$ cat src/parity_framed_carrier_burst_transmitter_assert.svh
// assertion macros for the carrier burst transmitter
`ifndef PARITY_FRAMED_CARRIER_BURST_TRANSMITTER_ASSERT_SVH
`define PARITY_FRAMED_CARRIER_BURST_TRANSMITTER_ASSERT_SVH

`ifndef ASSERT_OFF
// same-cycle implication
`define PFCBT_ASSERT_IMP(lbl, clk, rst_n, ante, cons) \
    lbl: assert property (@(posedge clk) disable iff (!(rst_n)) (ante) |-> (cons)) \
        else $error("assertion failed");
// next-cycle implication
`define PFCBT_ASSERT_NXT(lbl, clk, rst_n, ante, cons) \
    lbl: assert property (@(posedge clk) disable iff (!(rst_n)) (ante) |=> (cons)) \
        else $error("assertion failed");
`else
`define PFCBT_ASSERT_IMP(lbl, clk, rst_n, ante, cons)
`define PFCBT_ASSERT_NXT(lbl, clk, rst_n, ante, cons)
`endif

`endif

$ cat src/pfcbt_pkg.sv
package pfcbt_pkg;

    localparam int unsigned FRAME_SLOTS = 11;
    localparam int unsigned SLOT_W      = 4;

    localparam logic       OP_TICK = 1'b0;
    localparam logic       OP_LOAD = 1'b1;

    localparam logic       REG_HALF_PERIOD    = 1'b0;
    localparam logic       REG_PULSES_PER_BIT = 1'b1;

    localparam logic [7:0] HALF_PERIOD_RST    = 8'd122;
    localparam logic [7:0] PULSES_PER_BIT_RST = 8'd16;

    typedef struct packed {
        logic       operation;
        logic [7:0] data_byte;
    } t_in;

    typedef struct packed {
        logic coil;
        logic busy_res;
        logic rejected;
    } t_out;

endpackage

$ cat src/parity_framed_carrier_burst_transmitter.sv
// Carrier burst transmitter: each request is either a timer tick or a byte load, and each
// request yields exactly one result (coil level, busy, rejected), loaded into the output
// register the cycle after it is taken if the output is free, held back while it is stalled.
// A request is taken every clock while the skid register is empty; the frame state machine
// updates in one pass from the current state, and results go through an output register
// backed by a one-entry skid register, so o_in_ready depends only on whether it holds a result.
// A frame is 11 slots: a start slot that bursts, eight data bits LSB first and even parity
// (each bursting when the bit is 0), then a silent stop slot. A slot is pulses_per_bit
// carrier cycles of half_period ticks low followed by half_period ticks high on bursting slots.
// A load while busy is dropped and flagged rejected. Configuration writes take effect at once.
module parity_framed_carrier_burst_transmitter (
    input  logic             i_clk,
    input  logic             i_rst_n,
    input  logic             i_in_valid,
    output logic             o_in_ready,
    input  pfcbt_pkg::t_in   i_in_data,
    output logic             o_out_valid,
    input  logic             i_out_ready,
    output pfcbt_pkg::t_out  o_out_data,
    input  logic             i_cfg_we,
    input  logic             i_cfg_index,
    input  logic [7:0]       i_cfg_data
);

    // configuration registers
    logic [7:0] r_half_period;
    logic [7:0] r_pulses_per_bit;

    // output register and skid register
    logic            r_out_valid;
    pfcbt_pkg::t_out r_out_data;
    logic            r_skid_valid;
    pfcbt_pkg::t_out r_skid_data;

    logic            in_accept;
    logic            out_free;
    pfcbt_pkg::t_out result;

    assign o_in_ready  = !r_skid_valid;
    assign in_accept   = i_in_valid && o_in_ready;
    // output slot can load when empty or being drained this cycle
    assign out_free    = !r_out_valid || i_out_ready;
    assign o_out_valid = r_out_valid;
    assign o_out_data  = r_out_data;

    always_ff @(posedge i_clk) begin
        if (!i_rst_n) begin
            r_half_period    <= pfcbt_pkg::HALF_PERIOD_RST;
            r_pulses_per_bit <= pfcbt_pkg::PULSES_PER_BIT_RST;
        end else if (i_cfg_we) begin
            unique case (i_cfg_index)
                pfcbt_pkg::REG_HALF_PERIOD:    r_half_period    <= i_cfg_data;
                pfcbt_pkg::REG_PULSES_PER_BIT: r_pulses_per_bit <= i_cfg_data;
                default: ;
            endcase
        end
    end

    // frame state and per-request result
    pfcbt_core u_core (
        .i_clk            (i_clk),
        .i_rst_n          (i_rst_n),
        .i_accept         (in_accept),
        .i_item           (i_in_data),
        .i_half_period    (r_half_period),
        .i_pulses_per_bit (r_pulses_per_bit),
        .o_result         (result)
    );

    // control of the output and skid registers
    always_ff @(posedge i_clk) begin
        if (!i_rst_n) begin
            r_out_valid  <= 1'b0;
            r_skid_valid <= 1'b0;
        end else begin
            if (out_free) begin
                // skid holds the older result, so it drains first
                r_out_valid  <= r_skid_valid || in_accept;
                r_skid_valid <= 1'b0;
            end else if (in_accept) begin
                r_skid_valid <= 1'b1;
            end
        end
    end

    // payload of the output and skid registers
    always_ff @(posedge i_clk) begin
        if (out_free) begin
            r_out_data <= r_skid_valid ? r_skid_data : result;
        end
        if (!out_free && in_accept) begin
            r_skid_data <= result;
        end
    end

`include "parity_framed_carrier_burst_transmitter_assert.svh"

    // skid register only fills behind a held output
    `PFCBT_ASSERT_IMP(a_skid_behind_out, i_clk, i_rst_n, r_skid_valid, r_out_valid)
    // a refused load only happens mid-frame
    `PFCBT_ASSERT_IMP(a_rej_busy, i_clk, i_rst_n, r_out_valid && r_out_data.rejected, r_out_data.busy_res)
    // coil only drives while a frame is in progress
    `PFCBT_ASSERT_IMP(a_coil_busy, i_clk, i_rst_n, r_out_valid && r_out_data.coil, r_out_data.busy_res)
    // request taken against a stalled output lands in the skid register
    `PFCBT_ASSERT_NXT(a_skid_fill, i_clk, i_rst_n, in_accept && r_out_valid && !i_out_ready, r_skid_valid)

endmodule

$ cat src/pfcbt_core.sv
module pfcbt_core (
    input  logic             i_clk,
    input  logic             i_rst_n,
    input  logic             i_accept,
    input  pfcbt_pkg::t_in   i_item,
    input  logic [7:0]       i_half_period,
    input  logic [7:0]       i_pulses_per_bit,
    output pfcbt_pkg::t_out  o_result
);

    logic [pfcbt_pkg::FRAME_SLOTS-1:0] r_flags, n_flags;
    logic [pfcbt_pkg::SLOT_W-1:0]      r_slot, n_slot, slot_inc;
    logic [7:0]                        r_pulse, n_pulse;
    logic [7:0]                        r_tick, n_tick;
    logic                              r_high, n_high;
    logic                              r_active, n_active;
    logic                              rej;
    logic [pfcbt_pkg::FRAME_SLOTS-1:0] flag_shift;

    always_comb begin
        n_flags  = r_flags;
        n_slot   = r_slot;
        n_pulse  = r_pulse;
        n_tick   = r_tick;
        n_high   = r_high;
        n_active = r_active;
        rej      = 1'b0;
        slot_inc = r_slot + 1'b1;
        if (i_accept) begin
            unique case (i_item.operation)
                pfcbt_pkg::OP_LOAD: begin
                    if (r_active) begin
                        rej = 1'b1;
                    end else begin
                        // start always bursts, data and parity burst on zero, stop silent
                        n_flags  = {1'b0, ~(^i_item.data_byte), ~i_item.data_byte, 1'b1};
                        n_slot   = '0;
                        n_pulse  = '0;
                        n_tick   = '0;
                        n_high   = 1'b0;
                        n_active = 1'b1;
                    end
                end
                default: begin
                    if (r_active) begin
                        if (({1'b0, r_tick} + 9'd1) >= {1'b0, i_half_period}) begin
                            n_tick = '0;
                            if (!r_high) begin
                                n_high = 1'b1;
                            end else begin
                                n_high = 1'b0;
                                if (({1'b0, r_pulse} + 9'd1) >= {1'b0, i_pulses_per_bit}) begin
                                    n_pulse = '0;
                                    n_slot  = slot_inc;
                                    if (slot_inc >= pfcbt_pkg::SLOT_W'(pfcbt_pkg::FRAME_SLOTS))
                                    begin
                                        n_slot   = '0;
                                        n_active = 1'b0;
                                    end
                                end else begin
                                    n_pulse = r_pulse + 8'd1;
                                end
                            end
                        end else begin
                            n_tick = r_tick + 8'd1;
                        end
                    end
                end
            endcase
        end
    end

    // result reflects the state after this item
    assign flag_shift        = n_flags >> n_slot;
    assign o_result.coil     = n_active & n_high & flag_shift[0]
                             & (n_slot < pfcbt_pkg::SLOT_W'(pfcbt_pkg::FRAME_SLOTS));
    assign o_result.busy_res = n_active;
    assign o_result.rejected = rej;

    always_ff @(posedge i_clk) begin
        if (!i_rst_n) begin
            r_flags  <= '0;
            r_slot   <= '0;
            r_pulse  <= '0;
            r_tick   <= '0;
            r_high   <= 1'b0;
            r_active <= 1'b0;
        end else begin
            r_flags  <= n_flags;
            r_slot   <= n_slot;
            r_pulse  <= n_pulse;
            r_tick   <= n_tick;
            r_high   <= n_high;
            r_active <= n_active;
        end
    end

endmodule
$ cat config.mk
export PLATFORM = sky130hd
export DESIGN_NAME = parity_framed_carrier_burst_transmitter
export DESIGN_NICKNAME = d
export VERILOG_FILES = /design/src/pfcbt_pkg.sv /design/src/parity_framed_carrier_burst_transmitter.sv /design/src/pfcbt_core.sv
export VERILOG_INCLUDE_DIRS = /design/src /design/src/src
export SDC_FILE = /design/constraint.sdc
export NUM_CORES = 1
export LEC_CHECK = 0
export BUFFER_PORTS_ARGS = -buffer_cell sky130_fd_sc_hd__buf_2
export CORE_UTILIZATION = 50
export DETAILED_ROUTE_END_ITERATION = 16
export GPL_TIMING_DRIVEN = 0
export PLACE_DENSITY_LB_ADDON = 0.3
export SYNTH_ARGS = -nofsm -noshare
export SYNTH_HDL_FRONTEND = slang
export SYNTH_HIERARCHICAL = 1
export SYNTH_SLANG_ARGS = --single-unit
export TNS_END_PERCENT = 100
$ cat constraint.sdc
create_clock -name i_clk -period 4.2 [get_ports i_clk]
set_input_delay 0 -clock i_clk [delete_from_list [all_inputs] [get_ports i_clk]]
set_output_delay 0 -clock i_clk [all_outputs]
set_load 0.02 [all_outputs]
# Yosys cells after proc, flatten, opt, wreduce, memory -nomap -nowiden
# Index checks and enable logic that the tools add are counted.
# word_totals
regBits	57
input_bits	23
output_inout_bits	5
elab_cells	87
# op_classes
n_addsub	5
order_cmp	4
eq_ne	1
shifts	1
muxes	37
bitwise_logic	7
reduce_logical	16
# op_table
cell	n
2-to-1 mux 8 bit	9
2-to-1 mux 11 bit	3
2-to-1 mux 4 bit	8
adder 8 x 1 -> 9 bit, second input constant	2
greater-or-equal comparator 9 x 8 -> 1 bit	2
adder 8 x 1 -> 8 bit, second input constant	2
2-to-1 mux 1 bit	16
right shift 11 x 4 -> 1 bit	1
inverter 8 bit	1
XOR reduction 8 bit	1
nonzero test 2 bit	3
AND reduction 5 bit	1
adder 4 x 1 -> 4 bit, second input constant	1
greater-or-equal comparator 4 bit, second input constant	1
< comparator 4 bit, second input constant	1
AND reduction 2 bit	2
AND 1 bit	3
logical NOT 1 bit	3
2-to-1 mux 3 bit	1
inverter 1 bit	3
AND reduction 3 bit	1
logical AND 1 bit	2
logical OR 1 bit	2
inequality test 2 bit, second input constant	1
OR reduction 2 bit	1

# Logic depth before layout (Yosys ltp)
# Gate-level depths: netlist of the first run.
# logic_depth
depth_word	13
ltp_mapped	17
ltp_nobuf	15

# Hierarchy
# The synthesis of the first run kept the hierarchy.
# modules_own_cells
mod	n_inst	cells_per_inst	area_each_um2	seq_area_each_um2
pfcbt_core	1	316	2523.7	660.6
parity_framed_carrier_burst_transmitter	1	90	950.9	540.5

# Worst setup path after synthesis of the first run
# OpenSTA, ideal clock, no wires.
# synth_path
kind	register -> register
start	register u_core.r_tick[0]
end	register r_out_data (netlist bit o_out_data[2]), data pin
setup_time_ps	260
arrival_time_ps	3527
t_required_ps	3940
path_slack_ps	413
path_stages_with_launch	18
n_path_buf	2
synth_period_minus_slack_ps	3787
path_cell_list	dfxtp_1 -> ha_1 -> and4_1 -> nand2_1 -> xnor2_1 -> ha_1 -> a21oi_1 -> o21ai_0 -> a221o_1 -> buf_6 -> nor2b_4 -> and3_4 -> buf_6 -> mux2_4 -> a2111oi_4 -> o21ai_1 -> a32o_1 -> mux2_2
# synth_lines
element	line_no	rtl
start: declaration	pfcbt_core.sv:14	logic [7:0] r_tick, n_tick;
start signal: assignment	pfcbt_core.sv:92	r_tick <= n_tick;
end signal: assignment	parity_framed_carrier_burst_transmitter.sv:89	r_out_data <= r_skid_valid ? r_skid_data : result;
end: declaration	parity_framed_carrier_burst_transmitter.sv:31	pfcbt_pkg::t_out r_out_data;

==> impl_metrics.xml, run 1 <==
<?xml version="1.0" encoding="UTF-8"?>
<metrics>
  <group name="setup_path">
    <metric name="crit_family" unit="">compound AO/OA/AOI/OAI gates</metric>
    <metric name="critical_path.max_stage_delay" unit="ps">400</metric>
    <metric name="cp_cell_sequence" unit="">nand3_1, nor2_1, nand3_1, xnor2_2, ha_1, nand3_1, nor2_1, a221o_1, buf_6, nor2b_4, and3_4, buf_6, mux2_4, a2111oi_4, o21ai_1, a32o_1, mux2_2</metric>
    <metric name="cp.required" unit="ps">4290</metric>
    <metric name="path_max_fanout" unit="">10</metric>
    <metric name="crit_path_top_delay_cell" unit="">sky130_fd_sc_hd__dfxtp_1</metric>
    <metric name="most_frequent_cell_on_the_critical_path" unit="">sky130_fd_sc_hd__nand3_1</metric>
    <metric name="cp_data_arrival_time" unit="ps">4110</metric>
    <metric name="timing.critical_path.to_type" unit="">register</metric>
    <metric name="crit_path_start_kind" unit="">register</metric>
    <metric name="worst_r2r_startpoint" unit="">u_core/r_tick[2]$_SDFFE_PN0P_</metric>
    <metric name="timing_worst_setup_path_type" unit="">reg -&gt; reg</metric>
    <metric name="critPathBufInv" unit="">2</metric>
    <metric name="reg2reg_slack" unit="ps">180</metric>
    <metric name="reg2reg_to" unit="">o_out_data[2]$_DFFE_PP_</metric>
    <metric name="worstRegToRegCells" unit="">17</metric>
  </group>
  <group name="job">
    <metric name="maxCapViolations" unit="">0</metric>
  </group>
  <group name="timing">
    <metric name="timing.slew.headroom" unit="">0.2761</metric>
    <metric name="setup_viol" unit="">0</metric>
    <metric name="final_hold_viol_count" unit="">0</metric>
    <metric name="setup-tns-final" unit="ps">0</metric>
    <metric name="setup_repair_after_global_routing_missed_its_margin" unit="">no</metric>
    <metric name="final_critical_path_share_of_the_clock_period" unit="">0.9572</metric>
    <metric name="skew_final" unit="ps">5.246</metric>
    <metric name="worst_slew_pin_slew" unit="ps">1078</metric>
    <metric name="worst_slack" unit="ps">179.7</metric>
    <metric name="timing.final.crit_period" unit="ps">4020</metric>
    <metric name="timing.final.max_slew_violations" unit="">0</metric>
    <metric name="max_freq" unit="GHz">0.2487</metric>
  </group>
  <group name="pwr">
    <metric name="report.power.total" unit="µW">1303</metric>
    <metric name="netSwitchingPower" unit="µW">307.0</metric>
    <metric name="worst_ir_drop_vdd" unit="µV">188.4</metric>
    <metric name="seq_power_share" unit="">0.445</metric>
    <metric name="pwr_density_cell" unit="nW/µm²">317.7</metric>
    <metric name="internal-power" unit="µW">995.5</metric>
    <metric name="netSwitchingFraction" unit="">0.2357</metric>
    <metric name="leakage_power_summed_over_all_cells" unit="µW">0.001739</metric>
    <metric name="power_frac_clock" unit="">0.435</metric>
    <metric name="p_comb_frac" unit="">0.120</metric>
  </group>
  <group name="run_status">
    <metric name="status" unit="">finished clean</metric>
  </group>
  <group name="cts">
    <metric name="tritoncts" unit="">yes</metric>
    <metric name="clock_sinks" unit="">57</metric>
    <metric name="cts_buffer_depth" unit="">2</metric>
    <metric name="cts_root_buffer" unit="">sky130_fd_sc_hd__clkbuf_8</metric>
    <metric name="htree_levels" unit="">3</metric>
    <metric name="clkTransAtPathRegs" unit="ps">60</metric>
    <metric name="tritoncts.num_buffers" unit="">9</metric>
    <metric name="clock_latency" unit="ps">340</metric>
  </group>
  <group name="placement">
    <metric name="dp_hpwl" unit="mm">5.425</metric>
    <metric name="place.port_buffers" unit="">27</metric>
    <metric name="gp_congestion" unit="">0.8605</metric>
    <metric name="place_ws" unit="ps">27.43</metric>
  </group>
  <group name="global_route">
    <metric name="grt_util_met1" unit="">0.2874</metric>
    <metric name="grt_max_degree" unit="">11</metric>
    <metric name="wire_length_of_the_first_global_routing_pass" unit="mm">12.63</metric>
    <metric name="grtUsageMet2" unit="">0.3658</metric>
    <metric name="groute.usage.overall" unit="">0.2218</metric>
    <metric name="antenna_violations_before_repair" unit="">0</metric>
    <metric name="overflow" unit="">0</metric>
    <metric name="grt_busiest_layer" unit="">met2</metric>
    <metric name="grt_pass1_vias" unit="">2747</metric>
    <metric name="grt_use_met3" unit="">0.04280</metric>
  </group>
  <group name="die">
    <metric name="initial_utilization" unit="">0.5143</metric>
    <metric name="die_height" unit="µm">85.36</metric>
    <metric name="core_region_area" unit="µm²">6756</metric>
    <metric name="rows" unit="">30</metric>
    <metric name="fp.dieW" unit="µm">85.36</metric>
    <metric name="fp.dieArea" unit="µm²">7286</metric>
    <metric name="design.portCount" unit="">28</metric>
  </group>
  <group name="cells_and_area">
    <metric name="fraction_of_final_layout_cells_with_drive_strength_greater_than_1" unit="">0.1812</metric>
    <metric name="fillCellCount" unit="">581</metric>
    <metric name="area_growth_syn_to_layout" unit="%">18.00</metric>
    <metric name="antenna_cells" unit="">0</metric>
    <metric name="nets" unit="">499</metric>
  </group>
  <group name="min_path">
    <metric name="min-delay-start" unit="">i_rst_n</metric>
    <metric name="hold_path_depth" unit="">2</metric>
    <metric name="holdPathEnd" unit="">u_core/r_pulse[4]$_SDFFE_PN0P_</metric>
    <metric name="min-delay-path-class" unit="">in -&gt; reg</metric>
  </group>
  <group name="routing">
    <metric name="drt_iter0_markers" unit="">201</metric>
    <metric name="antenna_violating_nets_post_route" unit="">0</metric>
    <metric name="wl" unit="mm">7.660</metric>
    <metric name="drc" unit="">0</metric>
    <metric name="drt_first_pass_iters" unit="">5</metric>
    <metric name="routed_wirelength_normalized_by_instance_count" unit="µm">14.24</metric>
    <metric name="detailroute.via_count" unit="">3019</metric>
    <metric name="drt-vias-per-instance" unit="">5.612</metric>
  </group>
  <group name="synthesis">
    <metric name="synth.distinct_cells" unit="">59</metric>
    <metric name="ys_seq_area_frac" unit="">0.3457</metric>
    <metric name="synth_area_leader_cell" unit="">sky130_fd_sc_hd__dfxtp_1</metric>
    <metric name="ys_top_cells_by_count" unit="">51 x sky130_fd_sc_hd__dfxtp_1, 49 x sky130_fd_sc_hd__nand2_1, 27 x sky130_fd_sc_hd__inv_1</metric>
    <metric name="ys_seq_elements" unit="">57</metric>
    <metric name="post_synth.cell_area_avg" unit="µm²">8.558</metric>
    <metric name="synth_top_area_share" unit="">0.2938</metric>
    <metric name="mappedNetlistNets" unit="">451</metric>
    <metric name="synth_enable_flop_cells" unit="">6</metric>
    <metric name="ys_dominant_reg_cell" unit="">sky130_fd_sc_hd__dfxtp_1</metric>
    <metric name="ys_async_sr_fraction" unit="">0</metric>
    <metric name="post_synth_main_area_contributors" unit="">sky130_fd_sc_hd__dfxtp_1 29%, sky130_fd_sc_hd__ha_1 7.9%, sky130_fd_sc_hd__nand2_1 5.3%, sky130_fd_sc_hd__edfxtp_1 5.2%, sky130_fd_sc_hd__xnor2_1 3.8%</metric>
    <metric name="post_synth_inst_count" unit="">406</metric>
    <metric name="yosysMostFrequentCell" unit="">sky130_fd_sc_hd__dfxtp_1</metric>
    <metric name="yosysWarningCount" unit="">6</metric>
    <metric name="synth.cell_area" unit="µm²">3475</metric>
  </group>
</metrics>
[metrics by stage]
stage                 util  cells  area (µm²)  hold slack [ps]
global placement    0.5491    513        3710            229.5
global route        0.6069    538        4100            7.984
floorplan                -    406        3475            89.84
CTS                 0.5970    538        4034            2.340
finish              0.6069    538        4100            10.47
detailed placement  0.5491    513        3710            233.7
[cell usage in the layout (no fill, tap or decap), types with 4 or more instances in the layout]
| cell | n |
|---|---|
| sky130_fd_sc_hd__a22oi_1 | 7 |
| sky130_fd_sc_hd__buf_2 | 30 |
| sky130_fd_sc_hd__a21oi_1 | 15 |
| sky130_fd_sc_hd__nand4_1 | 6 |
| sky130_fd_sc_hd__o21ai_1 | 6 |
| sky130_fd_sc_hd__clkbuf_1 | 8 |
| sky130_fd_sc_hd__inv_1 | 27 |
| sky130_fd_sc_hd__ha_1 | 20 |
| sky130_fd_sc_hd__and2_1 | 16 |
| sky130_fd_sc_hd__mux2i_1 | 11 |
| sky130_fd_sc_hd__clkbuf_8 | 14 |
| sky130_fd_sc_hd__nand3b_1 | 5 |
| sky130_fd_sc_hd__nor2_1 | 18 |
| sky130_fd_sc_hd__nor3b_1 | 4 |
| sky130_fd_sc_hd__buf_4 | 4 |
| sky130_fd_sc_hd__nor2b_1 | 17 |
| sky130_fd_sc_hd__xor2_1 | 6 |
| sky130_fd_sc_hd__a21boi_0 | 4 |
| sky130_fd_sc_hd__xnor2_1 | 13 |
| sky130_fd_sc_hd__dlygate4sd3_1 | 10 |
| sky130_fd_sc_hd__dfxtp_1 | 48 |
| sky130_fd_sc_hd__nand3_1 | 14 |
| sky130_fd_sc_hd__a211oi_1 | 4 |
| sky130_fd_sc_hd__nor3_1 | 5 |
| sky130_fd_sc_hd__nand2_1 | 48 |
| sky130_fd_sc_hd__o21ai_0 | 22 |
| sky130_fd_sc_hd__o211ai_1 | 7 |
| sky130_fd_sc_hd__o21a_1 | 4 |
| sky130_fd_sc_hd__edfxtp_1 | 6 |
[kinds of logic after synthesis]
group	share of synthesized area
and+or+nand+nor	0.2222
AOI/OAI and AO/OA	0.1772
DFF	0.3457
buffers and inverters	0.07706
adders and majority gates	0.07922
xor gates and xnor gates	0.05294
muxes	0.04573
[final cells by class]
type	instances	area, µm²	area share
timing repair buffer	37	235.2	0.05737
tap	80	100.1	0.02441
sequential	57	1207	0.2945
clock buffer	14	193.9	0.04730
buffer	23	166.4	0.04059
clock inverter	1	30.03	0.007324
multi-input combinational	299	2066	0.5038
inverter	27	101.3	0.02472
[state kept, by name (all words and copies together), names as in the netlist]
| name | count |
|---|---|
| o_out_valid | 1 |
| r_skid_valid | 1 |
| u_core/r_tick | 8 |
| r_half_period | 8 |
| o_out_data | 3 |
| u_core/r_high | 1 |
| u_core/r_slot | 4 |
| r_pulses_per_bit | 8 |
| r_skid_data | 3 |
| u_core/r_flags | 11 |
| u_core/r_pulse | 8 |
| u_core/r_active | 1 |
[power by group through the flow]
stage,clock (µW),sequential (µW),combinational [µW]
final,566,580,156
after global routing,600,582,175
after CTS,578,579,154
after detailed placement,0,592,145
after global placement,0,591,141
after floorplan,0,593,100
[worst max path at each step]
stage / end / cells past startpoint / from / slack [ps]
2_1_floorplan: o_out_data[2]$_DFFE_PP_ / 17 / u_core/r_tick[0]$_SDFFE_PN0P_ / 410
5_1_grt: o_out_data[2]$_DFFE_PP_ / 17 / u_core/r_tick[0]$_SDFFE_PN0P_ / 7
6_report: o_out_data[2]$_DFFE_PP_ / 17 / u_core/r_tick[2]$_SDFFE_PN0P_ / 180
3_5_place_dp: o_out_data[2]$_DFFE_PP_ / 16 / u_core/r_pulse[2]$_SDFFE_PN0P_ / 30
3_3_place_gp: o_out_data[2]$_DFFE_PP_ / 16 / u_core/r_pulse[2]$_SDFFE_PN0P_ / 60
4_1_cts: o_out_data[2]$_DFFE_PP_ / 16 / u_core/r_pulse[2]$_SDFFE_PN0P_ / 0.6
[metal layers]
metal	up-vias	wire [µm]
met2	65	3643
met4	0	114
li1	1520	-
met5	-	0
met3	12	313
met1	1422	3589
[repair_timing]
item / 4_1_cts / 5_1_grt
hold buffers: 10 / 0
setup endpoints to repair: 1 / 2
hold endpoints to repair: 18 / 0
resized for setup: 1 / 16
buffers inserted: 0 / 0
pin swaps: 0 / 1
[worst register-to-register path, stage by stage, from the launching register on]
cell	delay, ps
sky130_fd_sc_hd__dfxtp_1	400
sky130_fd_sc_hd__nand3_1	150
sky130_fd_sc_hd__nor2_1	210
sky130_fd_sc_hd__nand3_1	140
sky130_fd_sc_hd__xnor2_2	170
sky130_fd_sc_hd__ha_1	300
sky130_fd_sc_hd__nand3_1	80
sky130_fd_sc_hd__nor2_1	50
sky130_fd_sc_hd__a221o_1	370
sky130_fd_sc_hd__buf_6	150
sky130_fd_sc_hd__nor2b_4	130
sky130_fd_sc_hd__and3_4	170
sky130_fd_sc_hd__buf_6	130
sky130_fd_sc_hd__mux2_4	310
sky130_fd_sc_hd__a2111oi_4	330
sky130_fd_sc_hd__o21ai_1	110
sky130_fd_sc_hd__a32o_1	300
sky130_fd_sc_hd__mux2_2	260
Note: power is estimated with default switching activity, not from simulation.
==> run 2, diff against run 1 <==
--- a/config.mk
+++ b/config.mk
@@ -11,6 +11,7 @@
 export DETAILED_ROUTE_END_ITERATION = 16
 export GPL_TIMING_DRIVEN = 0
 export PLACE_DENSITY_LB_ADDON = 0.3
+export REMOVE_ABC_BUFFERS = 1
 export SYNTH_ARGS = -nofsm -noshare
 export SYNTH_HDL_FRONTEND = slang
 export SYNTH_HIERARCHICAL = 1
==> impl_metrics.xml, run 2 (synthesis results as in run 1) <==
<?xml version="1.0" encoding="UTF-8"?>
<metrics>
  <group name="routing">
    <metric name="drc" unit="">0</metric>
    <metric name="routed_wirelength_normalized_by_instance_count" unit="µm">13.72</metric>
    <metric name="drt_first_pass_iters" unit="">4</metric>
    <metric name="antenna_violating_nets_post_route" unit="">0</metric>
    <metric name="drt-vias-per-instance" unit="">5.553</metric>
    <metric name="wl" unit="mm">7.148</metric>
    <metric name="detailroute.via_count" unit="">2893</metric>
    <metric name="drt_iter0_markers" unit="">214</metric>
  </group>
  <group name="cts">
    <metric name="clock_latency" unit="ps">340</metric>
    <metric name="clock_sinks" unit="">57</metric>
    <metric name="cts_root_buffer" unit="">sky130_fd_sc_hd__clkbuf_8</metric>
    <metric name="cts_buffer_depth" unit="">2</metric>
    <metric name="clkTransAtPathRegs" unit="ps">70</metric>
    <metric name="tritoncts.num_buffers" unit="">9</metric>
    <metric name="tritoncts" unit="">yes</metric>
    <metric name="htree_levels" unit="">3</metric>
  </group>
  <group name="timing">
    <metric name="timing.final.max_slew_violations" unit="">0</metric>
    <metric name="worst_slack" unit="ps">249.8</metric>
    <metric name="setup_viol" unit="">0</metric>
    <metric name="timing.final.crit_period" unit="ps">3950</metric>
    <metric name="timing.slew.headroom" unit="">0.2602</metric>
    <metric name="skew_final" unit="ps">10.96</metric>
    <metric name="setup_repair_after_global_routing_missed_its_margin" unit="">no</metric>
    <metric name="max_freq" unit="GHz">0.2532</metric>
    <metric name="worst_slew_pin_slew" unit="ps">1101</metric>
    <metric name="final_hold_viol_count" unit="">0</metric>
    <metric name="final_critical_path_share_of_the_clock_period" unit="">0.9405</metric>
    <metric name="setup-tns-final" unit="ps">0</metric>
    <metric name="hold_ws" unit="ps">21.03</metric>
  </group>
  <group name="pwr">
    <metric name="seq_power_share" unit="">0.461</metric>
    <metric name="power_frac_clock" unit="">0.427</metric>
    <metric name="p_comb_frac" unit="">0.112</metric>
    <metric name="internal-power" unit="µW">953.5</metric>
    <metric name="worst_ir_drop_vdd" unit="µV">145.4</metric>
    <metric name="netSwitchingFraction" unit="">0.2442</metric>
    <metric name="leakage_power_summed_over_all_cells" unit="µW">0.001656</metric>
    <metric name="report.power.total" unit="µW">1262</metric>
    <metric name="pwr_density_cell" unit="nW/µm²">321.8</metric>
    <metric name="netSwitchingPower" unit="µW">308.1</metric>
  </group>
  <group name="placement">
    <metric name="place_ws" unit="ps">64.16</metric>
    <metric name="gp_congestion" unit="">0.8245</metric>
    <metric name="place.port_buffers" unit="">27</metric>
    <metric name="dp_hpwl" unit="mm">4.709</metric>
  </group>
  <group name="die">
    <metric name="rows" unit="">30</metric>
    <metric name="initial_utilization" unit="">0.5143</metric>
    <metric name="core_region_area" unit="µm²">6756</metric>
    <metric name="fp.dieW" unit="µm">85.36</metric>
    <metric name="design.portCount" unit="">28</metric>
    <metric name="fp.dieArea" unit="µm²">7286</metric>
    <metric name="die_height" unit="µm">85.36</metric>
  </group>
  <group name="global_route">
    <metric name="grtUsageMet2" unit="">0.3343</metric>
    <metric name="grt_util_met1" unit="">0.2699</metric>
    <metric name="grt_busiest_layer" unit="">met2</metric>
    <metric name="antenna_violations_before_repair" unit="">0</metric>
    <metric name="grt_use_met3" unit="">0.04280</metric>
    <metric name="grt_max_degree" unit="">59</metric>
    <metric name="overflow" unit="">0</metric>
    <metric name="wire_length_of_the_first_global_routing_pass" unit="mm">12.12</metric>
    <metric name="groute.usage.overall" unit="">0.2117</metric>
    <metric name="grt_pass1_vias" unit="">2676</metric>
  </group>
  <group name="cells_and_area">
    <metric name="fraction_of_final_layout_cells_with_drive_strength_greater_than_1" unit="">0.1451</metric>
    <metric name="layout_commonest_cell" unit="">sky130_fd_sc_hd__dfxtp_1</metric>
    <metric name="nets" unit="">481</metric>
    <metric name="regMostFlops" unit="">u_core/r_flags</metric>
    <metric name="post-route-util" unit="">0.5802</metric>
    <metric name="antenna_cells" unit="">0</metric>
    <metric name="layout_common_cells" unit="">50 x sky130_fd_sc_hd__dfxtp_1, 49 x sky130_fd_sc_hd__nand2_1, 27 x sky130_fd_sc_hd__inv_1, 27 x sky130_fd_sc_hd__buf_2, 23 x sky130_fd_sc_hd__o21ai_0</metric>
    <metric name="area_growth_syn_to_layout" unit="%">12.82</metric>
    <metric name="largest_register_ffs" unit="">11</metric>
  </group>
  <group name="setup_path">
    <metric name="timing_worst_setup_path_type" unit="">reg -&gt; reg</metric>
    <metric name="crit_family" unit="">compound AO/OA/AOI/OAI gates</metric>
    <metric name="cp.required" unit="ps">4290</metric>
    <metric name="critPathBufInv" unit="">0</metric>
    <metric name="cp_cell_sequence" unit="">ha_2, and4_1, nand2_1, xnor2_2, ha_1, a21oi_1, o21ai_0, a221o_2, nor2b_4, and3_4, mux2_4, a2111oi_4, o21ai_1, a32o_1, mux2_2</metric>
    <metric name="path_max_fanout" unit="">8</metric>
    <metric name="crit_path_start_kind" unit="">register</metric>
    <metric name="timing.critical_path.to_type" unit="">register</metric>
    <metric name="crit_path_top_delay_cell" unit="">sky130_fd_sc_hd__a221o_2</metric>
    <metric name="cp_data_arrival_time" unit="ps">4040</metric>
    <metric name="critical_path.max_stage_delay" unit="ps">410</metric>
  </group>
  <group name="job">
    <metric name="maxCapViolations" unit="">0</metric>
  </group>
  <group name="run_status">
    <metric name="status" unit="">finished clean</metric>
  </group>
  <group name="min_path">
    <metric name="min-delay-path-class" unit="">in -&gt; reg</metric>
  </group>
</metrics>
## run 2: cell types whose count changed in the layout (fill, tap and decap cells not counted), sizes merged
cell           change
clkinv             +1
dlygate4sd3        +3
buf                -8
clkdlybuf4s50      -2
clkbuf            -11
## run 2: worst paths after layout
| kind | start | to | slack, ps | depth (start not counted) |
|---|---|---|---|---|
| max | u_core/r_tick[0]$_SDFFE_PN0P_ | o_out_data[2]$_DFFE_PP_ | 250 | 15 |
| min reg2reg | r_pulses_per_bit[3]$_SDFFE_PN0P_ | r_pulses_per_bit[3]$_SDFFE_PN0P_ | 450 | 2 |
| min | i_in_data[5] | u_core/r_flags[6]$_SDFF_PN0_ | 20 | 3 |
| max reg2reg | u_core/r_tick[0]$_SDFFE_PN0P_ | o_out_data[2]$_DFFE_PP_ | 250 | 15 |
## run 2: tightest hold or removal path: stages
cell	delay [ps]
sky130_fd_sc_hd__buf_2	90
sky130_fd_sc_hd__o21ai_0	70
sky130_fd_sc_hd__and2_1	150
## run 2: repair_timing
action / CTS / global route
setup endpoints to repair: 0 / 1
buffers inserted: 0 / 2
endpoints found under the hold margin: 21 / 0
gates resized for setup: 0 / 7
hold buffers: 13 / 0
## run 2: cell type report
class                   count  area, µm²
clock buffers              14      172.7
clock inverters             2      35.03
fillers                   617       2836
inverters                  27      101.3
multi-input cells         299       2028
flip-flops and latches     57       1202
well taps                  80      100.1
repair buffers             42      280.3
## run 2: per-layer routing
layer	vias up	part of all wire
met4	0	0.028
met2	58	0.46
met5	-	0
li1	1473	-
met1	1344	0.47
met3	18	0.036
## run 2: power by group through the flow
stage	logic, µW	registers [µW]	clock network, µW
after CTS	140	581	551
after global routing	158	584	579
after global placement	127	592	0
final	141	581	539
after detailed placement	129	593	0
after floorplan	81.5	595	0
## run 2: metrics by stage
stage                     cell area [µm²]  cells
after global placement               3543    490
after floorplan                      3308    383
final                                3920    521
after detailed placement             3543    490
after global routing                 3920    521
after CTS                            3881    519
